--- src/design/lgs_pkg.sv ---
// ----------------------------------------------------------------------------
// lgs_pkg: shared types and helpers for the life generation step
// Register widths, configuration register codes, rule codes and the
// neighbor count / next state logic for one 3x3 window.
// ----------------------------------------------------------------------------
package lgs_pkg;

	// default line store depth and row limit
	localparam int DefMaxCols = 64;
	localparam int MaxRows    = 1024;

	// field and register widths
	localparam int RowsW    = 11;
	localparam int ColsRegW = 7;
	localparam int OutRowW  = 10;
	localparam int OutColW  = 6;
	localparam int CfgIdxW  = 2;
	localparam int CfgDataW = 11;
	localparam int LineW    = 2;
	localparam int WinW     = 9;
	localparam int NbW      = 4;

	// configuration register index
	typedef enum logic [CfgIdxW-1:0] {
		CFG_ROWS = 2'd0,
		CFG_COLS = 2'd1,
		CFG_RULE = 2'd2
	} cfg_idx_t;

	// rule select
	typedef enum logic {
		RULE_CLASSIC = 1'b0,
		RULE_B       = 1'b1
	} rule_t;

	// count live neighbors, centre (bit 4) excluded
	function automatic logic [NbW-1:0] count_neighbors(logic [WinW-1:0] w);
		logic [NbW-1:0] n;
		n = '0;
		for (int k = 0; k < WinW; k++) begin
			if (k != 4) begin
				n = n + NbW'(w[k]);
			end
		end
		return n;
	endfunction

	// next state of the centre cell
	function automatic logic next_state(logic centre, logic [NbW-1:0] nb, rule_t rule);
		logic nxt;
		nxt = centre;
		unique case (rule)
			RULE_B: begin
				if (nb == NbW'(2)) nxt = 1'b1;
			end
			RULE_CLASSIC: begin
				if (centre && (nb < NbW'(2) || nb > NbW'(3))) nxt = 1'b0;
				else if (!centre && nb == NbW'(3)) nxt = 1'b1;
			end
			default: nxt = centre;
		endcase
		return nxt;
	endfunction

endpackage

--- src/design/lgs_line_store.sv ---
// ----------------------------------------------------------------------------
// lgs_line_store: two-row line store
// One entry per column holding the two rows above the arriving one.
// Registered read with write-through when a write hits the read address.
// ----------------------------------------------------------------------------
module lgs_line_store #(
	parameter int DEPTH = lgs_pkg::DefMaxCols
) (
	input  logic                                clk,
	input  logic                                rd_en,
	input  logic [$clog2(DEPTH)-1:0]            rd_addr,
	output logic [lgs_pkg::LineW-1:0]           rd_data,
	input  logic                                wr_en,
	input  logic [$clog2(DEPTH)-1:0]            wr_addr,
	input  logic [lgs_pkg::LineW-1:0]           wr_data
);
	import lgs_pkg::*;

	logic [LineW-1:0] mem [DEPTH];
	logic [LineW-1:0] rd_data_q;

	// write port
	always_ff @(posedge clk) begin
		if (wr_en) begin
			mem[wr_addr] <= wr_data;
		end
	end

	// read port, forwards a same-edge write
	always_ff @(posedge clk) begin
		if (rd_en) begin
			if (wr_en && wr_addr == rd_addr) rd_data_q <= wr_data;
			else rd_data_q <= mem[rd_addr];
		end
	end

	assign rd_data = rd_data_q;

endmodule

--- src/design/life_generation_step.sv ---
// ----------------------------------------------------------------------------
// life_generation_step: one generation of a life-like automaton on a raster
// Result path: stage 1 registers the item and its line store read, and the
//   result register loads when stage 1 moves on.
// Throughput: one item per cycle (one line store port pair) unless output stalls.
// Reset: counters, window, valids and config return to defaults; the line
//   store is not cleared (stale entries are masked by the row position).
// ----------------------------------------------------------------------------
module life_generation_step #(
	parameter int MAX_COLS = lgs_pkg::DefMaxCols
) (
	input  logic                           clk,
	input  logic                           arst_n,
	// configuration
	input  logic                           cfg_we,
	input  logic [lgs_pkg::CfgIdxW-1:0]    cfg_index,
	input  logic [lgs_pkg::CfgDataW-1:0]   cfg_data,
	// input channel
	input  logic                           in_valid,
	output logic                           in_ready,
	input  logic                           cell_alive,
	// output channel
	output logic                           out_valid,
	input  logic                           out_ready,
	output logic                           next_alive,
	output logic                           cell_changed,
	output logic [lgs_pkg::OutRowW-1:0]    out_row,
	output logic [lgs_pkg::OutColW-1:0]    out_col,
	output logic                           frame_last
);
	import lgs_pkg::*;

	localparam int ColW    = $clog2(MAX_COLS);
	localparam int ColCntW = $clog2(MAX_COLS + 1);

	// configuration registers
	logic [RowsW-1:0]    grid_rows_q;
	logic [ColsRegW-1:0] grid_cols_q;
	rule_t               rule_q;
	logic                size_wr;

	assign size_wr = cfg_we &&
		(cfg_idx_t'(cfg_index) == CFG_ROWS || cfg_idx_t'(cfg_index) == CFG_COLS);

	always_ff @(posedge clk or negedge arst_n) begin
		if (!arst_n) begin
			grid_rows_q <= RowsW'(1);
			grid_cols_q <= ColsRegW'(1);
			rule_q      <= RULE_CLASSIC;
		end else if (cfg_we) begin
			case (cfg_idx_t'(cfg_index))
				CFG_ROWS: grid_rows_q <= cfg_data[RowsW-1:0];
				CFG_COLS: grid_cols_q <= cfg_data[ColsRegW-1:0];
				CFG_RULE: rule_q      <= rule_t'(cfg_data[0]);
				default: ;
			endcase
		end
	end

	// effective grid size, zero taken as one, saturated at the maximum
	logic [RowsW-1:0]   rows_eff;
	logic [ColCntW-1:0] cols_eff;
	logic [RowsW-1:0]   rows_p1;

	always_comb begin
		if (grid_rows_q == '0) rows_eff = RowsW'(1);
		else if (grid_rows_q > RowsW'(MaxRows)) rows_eff = RowsW'(MaxRows);
		else rows_eff = grid_rows_q;

		if (grid_cols_q == '0) cols_eff = ColCntW'(1);
		else if (32'(grid_cols_q) > 32'(MAX_COLS)) cols_eff = ColCntW'(MAX_COLS);
		else cols_eff = ColCntW'(grid_cols_q);
	end

	assign rows_p1 = rows_eff + RowsW'(1);

	// handshake
	logic v_s1_q;
	logic s1_go;
	logic accept_in;
	logic out_valid_q;

	assign s1_go     = v_s1_q && (!out_valid_q || out_ready);
	assign in_ready  = !v_s1_q || s1_go;
	assign accept_in = in_valid && in_ready;

	// raster position of the next request, fillers included
	logic [RowsW-1:0] r_q;
	logic [ColW-1:0]  c_q;
	logic             col_wrap;
	logic             frame_end;

	assign col_wrap  = (ColCntW'(c_q) + ColCntW'(1)) >= cols_eff;
	assign frame_end = (c_q == '0) && (r_q >= rows_p1);

	always_ff @(posedge clk or negedge arst_n) begin
		if (!arst_n) begin
			r_q <= '0;
			c_q <= '0;
		end else if (size_wr) begin
			r_q <= '0;
			c_q <= '0;
		end else if (accept_in) begin
			priority if (frame_end) begin
				r_q <= '0;
				c_q <= '0;
			end else if (col_wrap) begin
				r_q <= r_q + RowsW'(1);
				c_q <= '0;
			end else begin
				c_q <= c_q + ColW'(1);
			end
		end
	end

	// stage 1 register
	logic [RowsW-1:0] r_s1;
	logic [ColW-1:0]  c_s1;
	logic             cur_s1;

	always_ff @(posedge clk or negedge arst_n) begin
		if (!arst_n) begin
			v_s1_q <= 1'b0;
		end else if (accept_in) begin
			v_s1_q <= 1'b1;
		end else if (s1_go) begin
			v_s1_q <= 1'b0;
		end
	end

	always_ff @(posedge clk) begin
		if (accept_in) begin
			r_s1   <= r_q;
			c_s1   <= c_q;
			cur_s1 <= (r_q < rows_eff) && cell_alive;
		end
	end

	// line store: read at accept, write back when stage 1 moves on
	logic [LineW-1:0] st_s1;

	lgs_line_store #(
		.DEPTH (MAX_COLS)
	) u_line_store (
		.clk     (clk),
		.rd_en   (accept_in),
		.rd_addr (c_q),
		.rd_data (st_s1),
		.wr_en   (s1_go),
		.wr_addr (c_s1),
		.wr_data ({st_s1[0], cur_s1})
	);

	// window update and cell evaluation
	logic [WinW-1:0]  win_q;
	logic [WinW-1:0]  eval_win;
	logic [WinW-1:0]  win_next;
	logic [2:0]       newcol;
	logic             top_ok;
	logic             mid_ok;
	logic             col0;
	logic             emit;
	logic             nxt;
	logic [NbW-1:0]   nb;
	logic [RowsW-1:0] row_m1;
	logic [RowsW-1:0] row_m2;
	logic [OutRowW-1:0] row_o;
	logic [OutColW-1:0] col_o;
	logic             last_o;

	always_comb begin
		top_ok   = (r_s1 >= RowsW'(2)) && (r_s1 <= rows_p1);
		mid_ok   = (r_s1 >= RowsW'(1)) && (r_s1 <= rows_eff);
		newcol   = {cur_s1, st_s1[0] & mid_ok, st_s1[1] & top_ok};
		col0     = (c_s1 == '0);
		// at column zero the right edge of the previous row is dead
		eval_win = {(col0 ? 3'b000 : newcol), win_q[WinW-1:3]};
		win_next = col0 ? {newcol, 6'b000000} : eval_win;
		emit     = col0 ? top_ok : mid_ok;
		nb       = count_neighbors(eval_win);
		nxt      = next_state(eval_win[4], nb, rule_q);
		row_m1   = r_s1 - RowsW'(1);
		row_m2   = r_s1 - RowsW'(2);
		row_o    = col0 ? row_m2[OutRowW-1:0] : row_m1[OutRowW-1:0];
		col_o    = col0 ? OutColW'(cols_eff - ColCntW'(1)) : OutColW'(c_s1 - ColW'(1));
		last_o   = col0 && (r_s1 == rows_p1);
	end

	always_ff @(posedge clk or negedge arst_n) begin
		if (!arst_n) begin
			win_q <= '0;
		end else if (s1_go) begin
			win_q <= win_next;
		end
	end

	// result register
	logic               next_alive_q;
	logic               cell_changed_q;
	logic [OutRowW-1:0] out_row_q;
	logic [OutColW-1:0] out_col_q;
	logic               frame_last_q;

	always_ff @(posedge clk or negedge arst_n) begin
		if (!arst_n) begin
			out_valid_q <= 1'b0;
		end else if (s1_go && emit) begin
			out_valid_q <= 1'b1;
		end else if (out_ready) begin
			out_valid_q <= 1'b0;
		end
	end

	always_ff @(posedge clk) begin
		if (s1_go && emit) begin
			next_alive_q   <= nxt;
			cell_changed_q <= nxt ^ eval_win[4];
			out_row_q      <= row_o;
			out_col_q      <= col_o;
			frame_last_q   <= last_o;
		end
	end

	assign out_valid    = out_valid_q;
	assign next_alive   = next_alive_q;
	assign cell_changed = cell_changed_q;
	assign out_row      = out_row_q;
	assign out_col      = out_col_q;
	assign frame_last   = frame_last_q;

	// checks
	a_col_in_range: assert property (@(posedge clk) disable iff (!arst_n)
		ColCntW'(c_q) < cols_eff)
		else $error("column counter beyond grid width");

	a_row_in_range: assert property (@(posedge clk) disable iff (!arst_n)
		r_q <= rows_p1)
		else $error("row counter beyond last filler row");

	a_last_on_edge: assert property (@(posedge clk) disable iff (!arst_n)
		out_valid_q && frame_last_q |-> out_col_q == OutColW'(cols_eff - ColCntW'(1)))
		else $error("frame end flagged away from the last column");

	a_result_held: assert property (@(posedge clk) disable iff (!arst_n)
		out_valid_q && !out_ready |=> out_valid_q && $stable(out_row_q) && $stable(out_col_q))
		else $error("pending result dropped or overwritten");

endmodule
--- config.mk ---
export PLATFORM = sky130hd
export DESIGN_NAME = life_generation_step
export DESIGN_NICKNAME = d
export VERILOG_FILES = /design/src/design/lgs_pkg.sv /design/src/design/lgs_line_store.sv /design/src/design/life_generation_step.sv
export SDC_FILE = /design/constraint.sdc
export NUM_CORES = 1
export LEC_CHECK = 0
export BUFFER_PORTS_ARGS = -buffer_cell sky130_fd_sc_hd__buf_4
export CAP_MARGIN = 15
export CORE_MARGIN = 2
export CORE_UTILIZATION = 50
export DETAILED_ROUTE_END_ITERATION = 16
export PLACE_DENSITY = 0.74
export SLEW_MARGIN = 25
export SYNTH_ARGS = -nofsm -noshare
export SYNTH_HDL_FRONTEND = slang
export SYNTH_SLANG_ARGS = --single-unit
--- constraint.sdc ---
create_clock -name clk -period 9.8 [get_ports clk]
set_clock_uncertainty 0.05 [all_clocks]
set_input_delay 1.47 -clock clk [delete_from_list [all_inputs] [get_ports clk]]
set_output_delay 1.47 -clock clk [all_outputs]
set_load 0.02 [all_outputs]
==> results.py, run 1 <==
metrics = {
    "outcome": {
        "outcome": "finished, final reports clean",
    },
    "clock_network": {
        "cts-root-buf": "clkbuf_16",
        "clk_pin_slew_ns": 0.06,
        "clockBufferDepth": 3,
        "clk_latency_ns": 0.51,
        "cts_tree": "done",
        "cts_made_buffers": 23,
        "cts_resized": 0,
        "h-tree-depth": 1,
        "ctsHoldBuffers": 0,
        "clkSinkCount": 211,
        "post_cts_buffers": 0,
    },
    "yosys": {
        "yosysTopAreaCellShare": 0.462,
        "synth_warnings": 0,
        "ys_async_sr_fraction": 0.209,
        "avgSynthCellArea_um2": 13.1,
        "synth_cell_types": 70,
        "yosysSeqAreaShare": 0.564,
        "synth_ff_type": "edfxtp_1",
        "synth_area_um2": 10800,
        "syn_inst": 829,
        "synth.largest_area_cell": "edfxtp_1",
        "synth_edf_count": 167,
        "synth.top_cells.by_area": "edfxtp_1 46%, dfrtp_1 9.7%, mux4_2 8.5%",
        "synth-seq-cells": 211,
        "syn-num-nets": 905,
    },
    "grt": {
        "antenna_found_initial": 0,
        "grt_first_pass_wirelength_um": 36700,
        "track_usage": 0.208,
        "grt_pass1_vias": 6737,
        "overflow": 0,
        "grt_max_degree": 68,
    },
    "timing": {
        "finalHoldViolations": 0,
        "setup_viol": 0,
        "min_period_ns": 6.33,
        "rsz0062_at_grt": "no",
        "max_freq_mhz": 158,
        "holdWs_ns": 0.486,
        "relSlewSlack": 0.309,
        "drv_slew": 0,
        "tightest_slew_ns": 1.03,
        "setup_tns_ns": 0,
        "timing.final.crit_share": 0.646,
    },
    "worst_setup_path": {
        "crit_type": "flop to flop",
        "critPathRequiredTime_ns": 9.99,
        "start_kind": "flop",
        "worstPathMaxFanout": 9,
        "cp.arrival_ns": 6.52,
        "critPathCaptureType": "flop",
        "path_common_cell": "nor2_1",
        "cp_slowest_cell": "fa_1",
        "worst-path-buf-inv": 2,
        "crit_family": "adder cells",
        "max_stage_delay_ns": 0.53,
    },
    "layout": {
        "nFillCells": 1655,
        "drive_above_1_share": 0.183,
        "syn_to_final_growth_pct": 11.5,
        "num-nets-final": 935,
        "fin_area_um2": 12100,
        "layout.area.seq_um2": 6120,
        "multi_input_area_um2": 4430,
        "diodes": 0,
    },
    "routing": {
        "first_pass_iters": 5,
        "ant_nets": 0,
        "avgViaCountPerCell": 6.03,
        "drt-initial-drc-count": 638,
        "avgRoutedWirePerCell_um": 20.1,
        "drc": 0,
        "dr_total_vias": 6939,
        "drt-total-wl_um": 23100,
    },
    "place": {
        "place_congestion": 0.909,
        "hpwl_um": 15800,
        "post_dp_cell_area_um2": 11300,
        "io_buffer_count": 39,
    },
    "floorplanning": {
        "placementRows": 53,
        "dieWidth_um": 151,
        "die_area_um2": 22900,
        "ios": 40,
        "core_um2": 21200,
        "initial_core_util": 0.513,
        "fp.dieH_um": 151,
    },
    "pwr": {
        "total_power_w": 0.00293,
        "leakage_nw": 4.36,
        "power_density_nw_per_um2": 242,
        "peakVddDrop_mv": 0.153,
    },
    "run": {
        "maxCapViolCount": 0,
    },
    "hold_path": {
        "hold_class": "flop to flop",
    },
}
[kinds of logic after synthesis]
kind of cell / count (synthesis) / share of synthesized area
muxes: 67 / 0.113
adders and majority gates: 59 / 0.0704
xor gates and xnor gates: 32 / 0.0271
DFF: 211 / 0.564
and+or+nand+nor: 283 / 0.131
AOI/OAI and AO/OA: 110 / 0.0676
buffers and inverters: 67 / 0.0269
[cell type report]
cell class,count,share of cell area
Sequential cell,211,0.506
Multi-Input combinational cell,551,0.367
Inverter,26,0.00807
Timing Repair Buffer,46,0.0286
Clock buffer,26,0.0485
Tap cell,275,0.0285
Clock inverter,16,0.0137
[power breakdown]
| group | switching (W) | internal (W) |
|---|---|---|
| Sequential | 0.0000835 | 0.00110 |
| Combinational | 0.000500 | 0.000394 |
| Clock | 0.000341 | 0.000512 |
[worst min-delay path: cells and delay by family, from the launching register on]
family           cells  cell delay, ns
AND/OR/NAND/NOR      1            0.06
AO/OA/AOI/OAI        1            0.05
flip-flops           1            0.38
[cells in the mapped netlist (4+ instances only)]
cell,number
edfxtp_1,167
nor2_1,91
nand2_1,57
ha_1,53
dfrtp_1,42
mux4_2,41
a21oi_1,31
clkbuf_1,31
inv_1,25
o21ai_0,25
nand3_1,23
mux2_2,20
xnor2_1,18
nand4_1,15
nor3_1,15
and3_1,13
xor2_1,13
nor4_1,12
o21a_1,12
nand2b_1,11
nand3b_1,8
nand4b_1,7
nor2b_1,6
a22oi_1,5
mux2i_1,5
a31oi_1,4
and2_1,4
fa_1,4
o211ai_1,4
[registers in the layout (all words and copies together) (netlist names), 2 cells and up]
| name | flops |
|---|---|
| c_q | 6 |
| c_s1 | 6 |
| grid_cols_q | 7 |
| grid_rows_q | 11 |
| out_col | 6 |
| out_row | 10 |
| r_q | 11 |
| r_s1 | 11 |
| u_line_store.mem | 128 |
| u_line_store.rd_data | 2 |
| win_q | 6 |
[final timing paths]
kind	from	cells after the start	slack, ns	end
worst max-delay path	grid_rows_q[4]	28	3.47	cell_changed
worst min-delay path	win_q[8]	2	0.49	win_q[5]
worst max register to register	grid_rows_q[4]	28	3.47	cell_changed
worst min register to register	win_q[8]	2	0.49	win_q[5]
max in group asynchronous	arst_n	1	8.32	c_q[0]
min in group asynchronous	arst_n	1	0.92	grid_rows_q[6]
[metal layers]
| metal | routed length, um | vias up | GRT usage | part of all wire |
|---|---|---|---|---|
| met4 | 462 | 0 | 0.0565 | 0.020 |
| met3 | 1510 | 39 | 0.0310 | 0.065 |
| li1 | - | 3212 | - | - |
| met5 | 0 | - | 0 | 0 |
| met1 | 10200 | 3466 | 0.302 | 0.44 |
| met2 | 11000 | 222 | 0.332 | 0.47 |
[placed cells by master, fill, tap and decap left out, types with 18 or more instances in the layout]
cell type  Yosys  layout
a21oi_1       31      31
buf_4          1      46
clkbuf_16      0      23
dfrtp_1       42      41
edfxtp_1     167     167
ha_1          53      53
inv_1         25      25
mux2_2        20      20
mux4_2        41      41
nand2_1       57      57
nand3_1       23      23
nor2_1        91      91
o21ai_0       25      25
xnor2_1       18      18
[metrics by stage]
stage          setup slack [ns]  utilization  std cells
3_5_place_dp               3.57        0.536       1109
6_report                   3.47        0.572       1151
4_1_cts                    3.52        0.572       1151
2_1_floorplan              4.26            -        829
3_3_place_gp               3.84        0.536       1109
5_1_grt                    2.76        0.572       1151
(Power assumes the default switching activity.)
==> inputs of run 2 (changes only) <==
ABC_AREA = 1   (was default)
clock period = 6.6 ns   (was 9.8 ns; I/O delays follow)
==> results.py, run 2 <==
metrics = {
    "outcome": {
        "outcome": "finished, final reports clean",
    },
    "timing": {
        "setup_tns_ns": 0,
        "min_period_ns": 6.06,
        "relSlewSlack": 0.343,
        "rsz0062_at_grt": "no",
        "setup_viol": 0,
        "timing.final.crit_share": 0.918,
        "worst_slack_ns": 0.539,
        "finalHoldViolations": 0,
        "tightest_slew_ns": 0.982,
        "max_freq_mhz": 165,
        "drv_slew": 0,
    },
    "floorplanning": {
        "dieWidth_um": 151,
        "placementRows": 53,
        "die_area_um2": 22700,
        "initial_core_util": 0.509,
        "ios": 40,
        "fp.dieH_um": 151,
        "core_um2": 21100,
    },
    "hold_path": {
        "hold_class": "input port to asynchronous set/reset pin",
    },
    "clock_network": {
        "cts_tree": "done",
        "clk_latency_ns": 0.53,
        "clk_pin_slew_ns": 0.06,
        "h-tree-depth": 1,
        "cts_made_buffers": 24,
        "clkSinkCount": 211,
        "cts-root-buf": "clkbuf_16",
        "post_cts_buffers": 0,
        "clockBufferDepth": 3,
    },
    "layout": {
        "num-nets-final": 1191,
        "syn_to_final_growth_pct": 12.0,
        "layout.cells.most_common": "nor2_1",
        "drive_above_1_share": 0.0909,
        "top_register": "u_line_store.mem",
        "final_cell_mix": "183 x nor2_1, 170 x nand2_1, 167 x edfxtp_1, 100 x o21ai_0, 87 x inv_1",
        "largest_reg_flops": 128,
        "diodes": 0,
    },
    "yosys": {
        "ys_async_sr_fraction": 0.209,
        "synth.largest_area_cell": "edfxtp_1",
        "synth.top_cells.by_area": "edfxtp_1 47%, dfrtp_1 9.8%, nor2_1 6.4%",
        "synth_cell_types": 48,
        "yosysTopAreaCellShare": 0.467,
        "yosysSeqAreaShare": 0.570,
        "synth-seq-cells": 211,
        "synth_area_um2": 10700,
        "synth_most_common_cell": "nor2_1",
        "avgSynthCellArea_um2": 9.90,
        "synth_ff_type": "edfxtp_1",
        "syn-num-nets": 1161,
        "synth_common_cells": "184 x nor2_1, 170 x nand2_1, 167 x edfxtp_1",
        "synth_warnings": 0,
        "syn_inst": 1085,
        "synth_edf_count": 167,
    },
    "routing": {
        "drt-initial-drc-count": 796,
        "dr_total_vias": 8108,
        "drt-total-wl_um": 25600,
        "drc": 0,
        "first_pass_iters": 5,
        "avgRoutedWirePerCell_um": 18.2,
        "ant_nets": 0,
        "avgViaCountPerCell": 5.76,
    },
    "grt": {
        "grt_first_pass_wirelength_um": 40600,
        "antenna_found_initial": 0,
        "grt_max_degree": 71,
        "track_usage": 0.230,
        "grt_pass1_vias": 7616,
        "overflow": 0,
    },
    "worst_setup_path": {
        "critPathCaptureType": "flop",
        "cp_slowest_cell": "fa_1",
        "crit_type": "flop to flop",
        "cp.arrival_ns": 6.38,
        "worstPathMaxFanout": 10,
        "critPathRequiredTime_ns": 6.92,
        "path_common_cell": "nand2_1",
        "max_stage_delay_ns": 0.52,
        "start_kind": "flop",
    },
    "run": {
        "maxCapViolCount": 0,
    },
    "pwr": {
        "power_density_nw_per_um2": 392,
        "peakVddDrop_mv": 0.206,
        "leakage_nw": 4.74,
    },
    "place": {
        "hpwl_um": 17200,
        "place_congestion": 0.897,
        "place_ws_ns": 0.294,
        "io_buffer_count": 39,
    },
}
[run 2: changes by cell type after synthesis, sizes merged, moves of 11 or more]
cell,previous run,this run
xor2,13,26
o21ai,26,105
mux2,20,2
a21oi,31,20
nor2,92,187
nand2b,11,0
inv,25,90
nand2,58,176
nand3,23,54
and3,13,0
o22ai,0,28
mux4,42,0
[run 2: metrics by stage]
| stage | total power (W) | utilization | instance area (um^2) | hold slack, ns | instances |
|---|---|---|---|---|---|
| after floorplan | 0.00295 | - | 10700 | 0.373 | 1085 |
| after global placement | 0.00337 | 0.534 | 11300 | 0.448 | 1364 |
| after detailed placement | 0.00344 | 0.534 | 11300 | 0.448 | 1364 |
| after CTS | 0.00473 | 0.570 | 12000 | 0.439 | 1408 |
| after global routing | 0.00501 | 0.570 | 12000 | 0.466 | 1408 |
| final | 0.00472 | 0.570 | 12000 | 0.427 | 1408 |
[run 2: critical path: cells and delay by family (launching register included)]
family	cells	cell delay (ns)
fa+ha+maj	6	2.14
simple gates	14	1.80
compound gates	5	1.14
flops	1	0.47
buf+inv	5	0.33
[run 2: logic make-up (layout without fill, tap and decap cells)]
kind of cell / after synthesis / after routing / share of synthesized area
AOI/OAI and AO/OA: 191 / 191 / 0.104
adders and majority gates: 57 / 57 / 0.0692
DFF: 211 / 211 / 0.570
and+or+nand+nor: 457 / 457 / 0.179
muxes: 2 / 2 / 0.00210
xor gates and xnor gates: 34 / 34 / 0.0277
buffers and inverters: 133 / 181 / 0.0482
[run 2: power by group]
group | internal, W | leakage [nW] | switching [W]
combinational | 0.000550 | 2.27 | 0.00106
sequential | 0.00168 | 2.09 | 0.000137
clock | 0.000758 | 0.379 | 0.000527
total | 0.00299 | 4.74 | 0.00172
[run 2: worst paths after layout]
| kind | from | endpoint | slack (ns) | depth (start not counted) |
|---|---|---|---|---|
| min | arst_n | grid_rows_q[7] | 0.43 | 1 |
| min reg2reg | grid_rows_q[0] | grid_rows_q[0] | 0.46 | 2 |
| max reg2reg | grid_rows_q[5] | cell_changed | 0.54 | 30 |
| max in group asynchronous | arst_n | c_q[0] | 5.63 | 1 |
| max | grid_rows_q[5] | cell_changed | 0.54 | 30 |
| min in group clk | grid_rows_q[0] | grid_rows_q[0] | 0.46 | 2 |
[run 2: routing by layer]
layer	track usage	wire [um]	up-vias
met5	0	0	-
met4	0.0869	915	0
met3	0.0279	1650	65
met2	0.380	12300	353
met1	0.312	10800	3853
li1	-	-	3837
[run 2: area by class of cell]
type,count,area [um^2]
multi-input cells,741,4110
clock buffers,28,626
flip-flops and latches,211,6120
repair buffers,45,338
fillers,1800,9060
well taps,275,344
inverters,92,345
clock inverters,16,141
[run 2: timing repair]
action | CTS | global route
setup endpoints to repair | 0 | 2
hold buffers | 0 | 0
resized for setup | 0 | 3
==> inputs of run 3 (changes only) <==
CORE_UTILIZATION = 60   (was 50)
HOLD_SLACK_MARGIN = 0.15   (was default)
PLACE_DENSITY = 0.85   (was 0.74)
==> results.py, run 3 (synthesis gave the netlist of run 2 again) <==
metrics = {
    "routing": {
        "dr_total_vias": 8228,
        "first_pass_iters": 6,
        "drc": 0,
        "drt-initial-drc-count": 903,
        "avgViaCountPerCell": 6.08,
        "drt-total-wl_um": 25000,
        "ant_nets": 0,
        "avgRoutedWirePerCell_um": 18.5,
    },
    "floorplanning": {
        "die_area_um2": 19000,
        "initial_core_util": 0.617,
        "placementRows": 48,
        "fp.dieH_um": 138,
        "ios": 40,
        "dieWidth_um": 138,
        "core_um2": 17400,
    },
    "worst_setup_path": {
        "worst-path-buf-inv": 5,
        "path_common_cell": "nand2_1",
        "start_kind": "flop",
        "critPathCaptureType": "flop",
        "worstPathMaxFanout": 10,
        "max_stage_delay_ns": 0.51,
        "cp_slowest_cell": "fa_1",
        "critPathRequiredTime_ns": 6.91,
        "cp.arrival_ns": 6.37,
        "crit_type": "flop to flop",
        "crit_family": "adder cells",
    },
    "grt": {
        "grt_pass1_vias": 7698,
        "grt_first_pass_wirelength_um": 39200,
        "grt_max_degree": 71,
        "antenna_found_initial": 0,
        "overflow": 0,
        "track_usage": 0.268,
    },
    "timing": {
        "tightest_slew_ns": 1.05,
        "setup_viol": 0,
        "timing.final.crit_share": 0.918,
        "holdWs_ns": 0.423,
        "finalHoldViolations": 0,
        "drv_slew": 0,
        "min_period_ns": 6.06,
        "relSlewSlack": 0.300,
        "max_freq_mhz": 165,
    },
    "layout": {
        "layout.cells.most_common": "nor2_1",
        "drive_above_1_share": 0.0887,
        "fin_area_um2": 11900,
        "largest_reg_flops": 128,
        "diodes": 0,
        "num-nets-final": 1188,
        "top_register": "u_line_store.mem",
        "syn_to_final_growth_pct": 10.8,
        "final_cell_mix": "184 x nor2_1, 170 x nand2_1, 167 x edfxtp_1, 100 x o21ai_0, 88 x inv_1",
    },
    "pwr": {
        "peakVddDrop_mv": 0.257,
        "leakage_nw": 4.69,
        "power_density_nw_per_um2": 390,
    },
    "clock_network": {
        "cts_made_buffers": 22,
        "cts-root-buf": "clkbuf_16",
        "clockBufferDepth": 3,
        "ctsHoldBuffers": 0,
        "clkSinkCount": 211,
        "cts_resized": 0,
        "h-tree-depth": 1,
        "clk_pin_slew_ns": 0.06,
        "clk_latency_ns": 0.51,
        "post_cts_buffers": 0,
        "cts_tree": "done",
    },
    "place": {
        "io_buffer_count": 39,
        "hpwl_um": 16800,
        "post_dp_cell_area_um2": 11200,
        "place_congestion": 0.985,
    },
    "run": {
        "maxCapViolCount": 0,
    },
    "outcome": {
        "outcome": "finished, final reports clean",
    },
    "hold_path": {
        "hold_class": "input port to asynchronous set/reset pin",
    },
}
==> run 3: cell count changes in the layout (fill, tap and decap cells not counted), sizes merged <==
| cell | previous run | this run |
|---|---|---|
| clkinv | 16 | 6 |
| bufinv | 2 | 0 |
| buf | 45 | 44 |
| clkinvlp | 0 | 2 |
| inv | 90 | 91 |
| clkbuf | 28 | 33 |
==> run 3: worst register-to-register path: cells and delay by family, from the launching register on <==
| kind | cells | cell delay (ns) |
|---|---|---|
| adders and majority gates | 6 | 2.10 |
| buffers and inverters | 5 | 0.32 |
| AOI/OAI and AO/OA | 5 | 1.10 |
| and+or+nand+nor | 14 | 1.85 |
| DFF | 1 | 0.47 |
==> run 3: final timing paths <==
| check | start | endpoint | slack, ns | cells past startpoint |
|---|---|---|---|---|
| setup / recovery | grid_rows_q[5] | cell_changed | 0.54 | 30 |
| setup reg to reg | grid_rows_q[5] | cell_changed | 0.54 | 30 |
| max in group asynchronous | arst_n | c_q[0] | 5.63 | 1 |
| min in group clk | grid_cols_q[0] | grid_cols_q[0] | 0.45 | 2 |
| hold / removal | arst_n | grid_rows_q[9] | 0.42 | 1 |
| hold reg to reg | grid_cols_q[0] | grid_cols_q[0] | 0.45 | 2 |
==> run 3: per-layer routing <==
metal | track usage | wire length [um]
met1 | 0.376 | 10300
met2 | 0.420 | 11500
met3 | 0.0603 | 2640
met4 | 0.0822 | 569
met5 | 0 | 0
==> run 3: layout make-up <==
class                           instances  area (um^2)
Tap cell                              225          282
Sequential cell                       211         6120
Clock buffer                           33          642
Inverter                               92          345
Timing Repair Buffer                   44          330
Multi-Input combinational cell        741         4120
Fill cell                            1251         5520
Clock inverter                          7         61.3
==> run 3: stage by stage <==
step / TNS [ns] / utilization / setup slack (ns) / std cells / power [W]
after floorplan: 0 / - / 1.06 / 1085 / 0.00295
after global placement: 0 / 0.642 / 0.590 / 1313 / 0.00332
after detailed placement: 0 / 0.642 / 0.363 / 1313 / 0.00340
after CTS: 0 / 0.682 / 0.344 / 1353 / 0.00458
after global routing: -0.0140 / 0.683 / -0.0140 / 1353 / 0.00491
final: 0 / 0.683 / 0.538 / 1353 / 0.00465
==> run 3: power by group <==
part,total (W),switching (W),internal (W),leakage (nW)
registers,0.00187,0.000188,0.00168,2.09
clock network,0.00118,0.000504,0.000679,0.336
logic,0.00159,0.00102,0.000566,2.27
total,0.00465,0.00172,0.00293,4.69
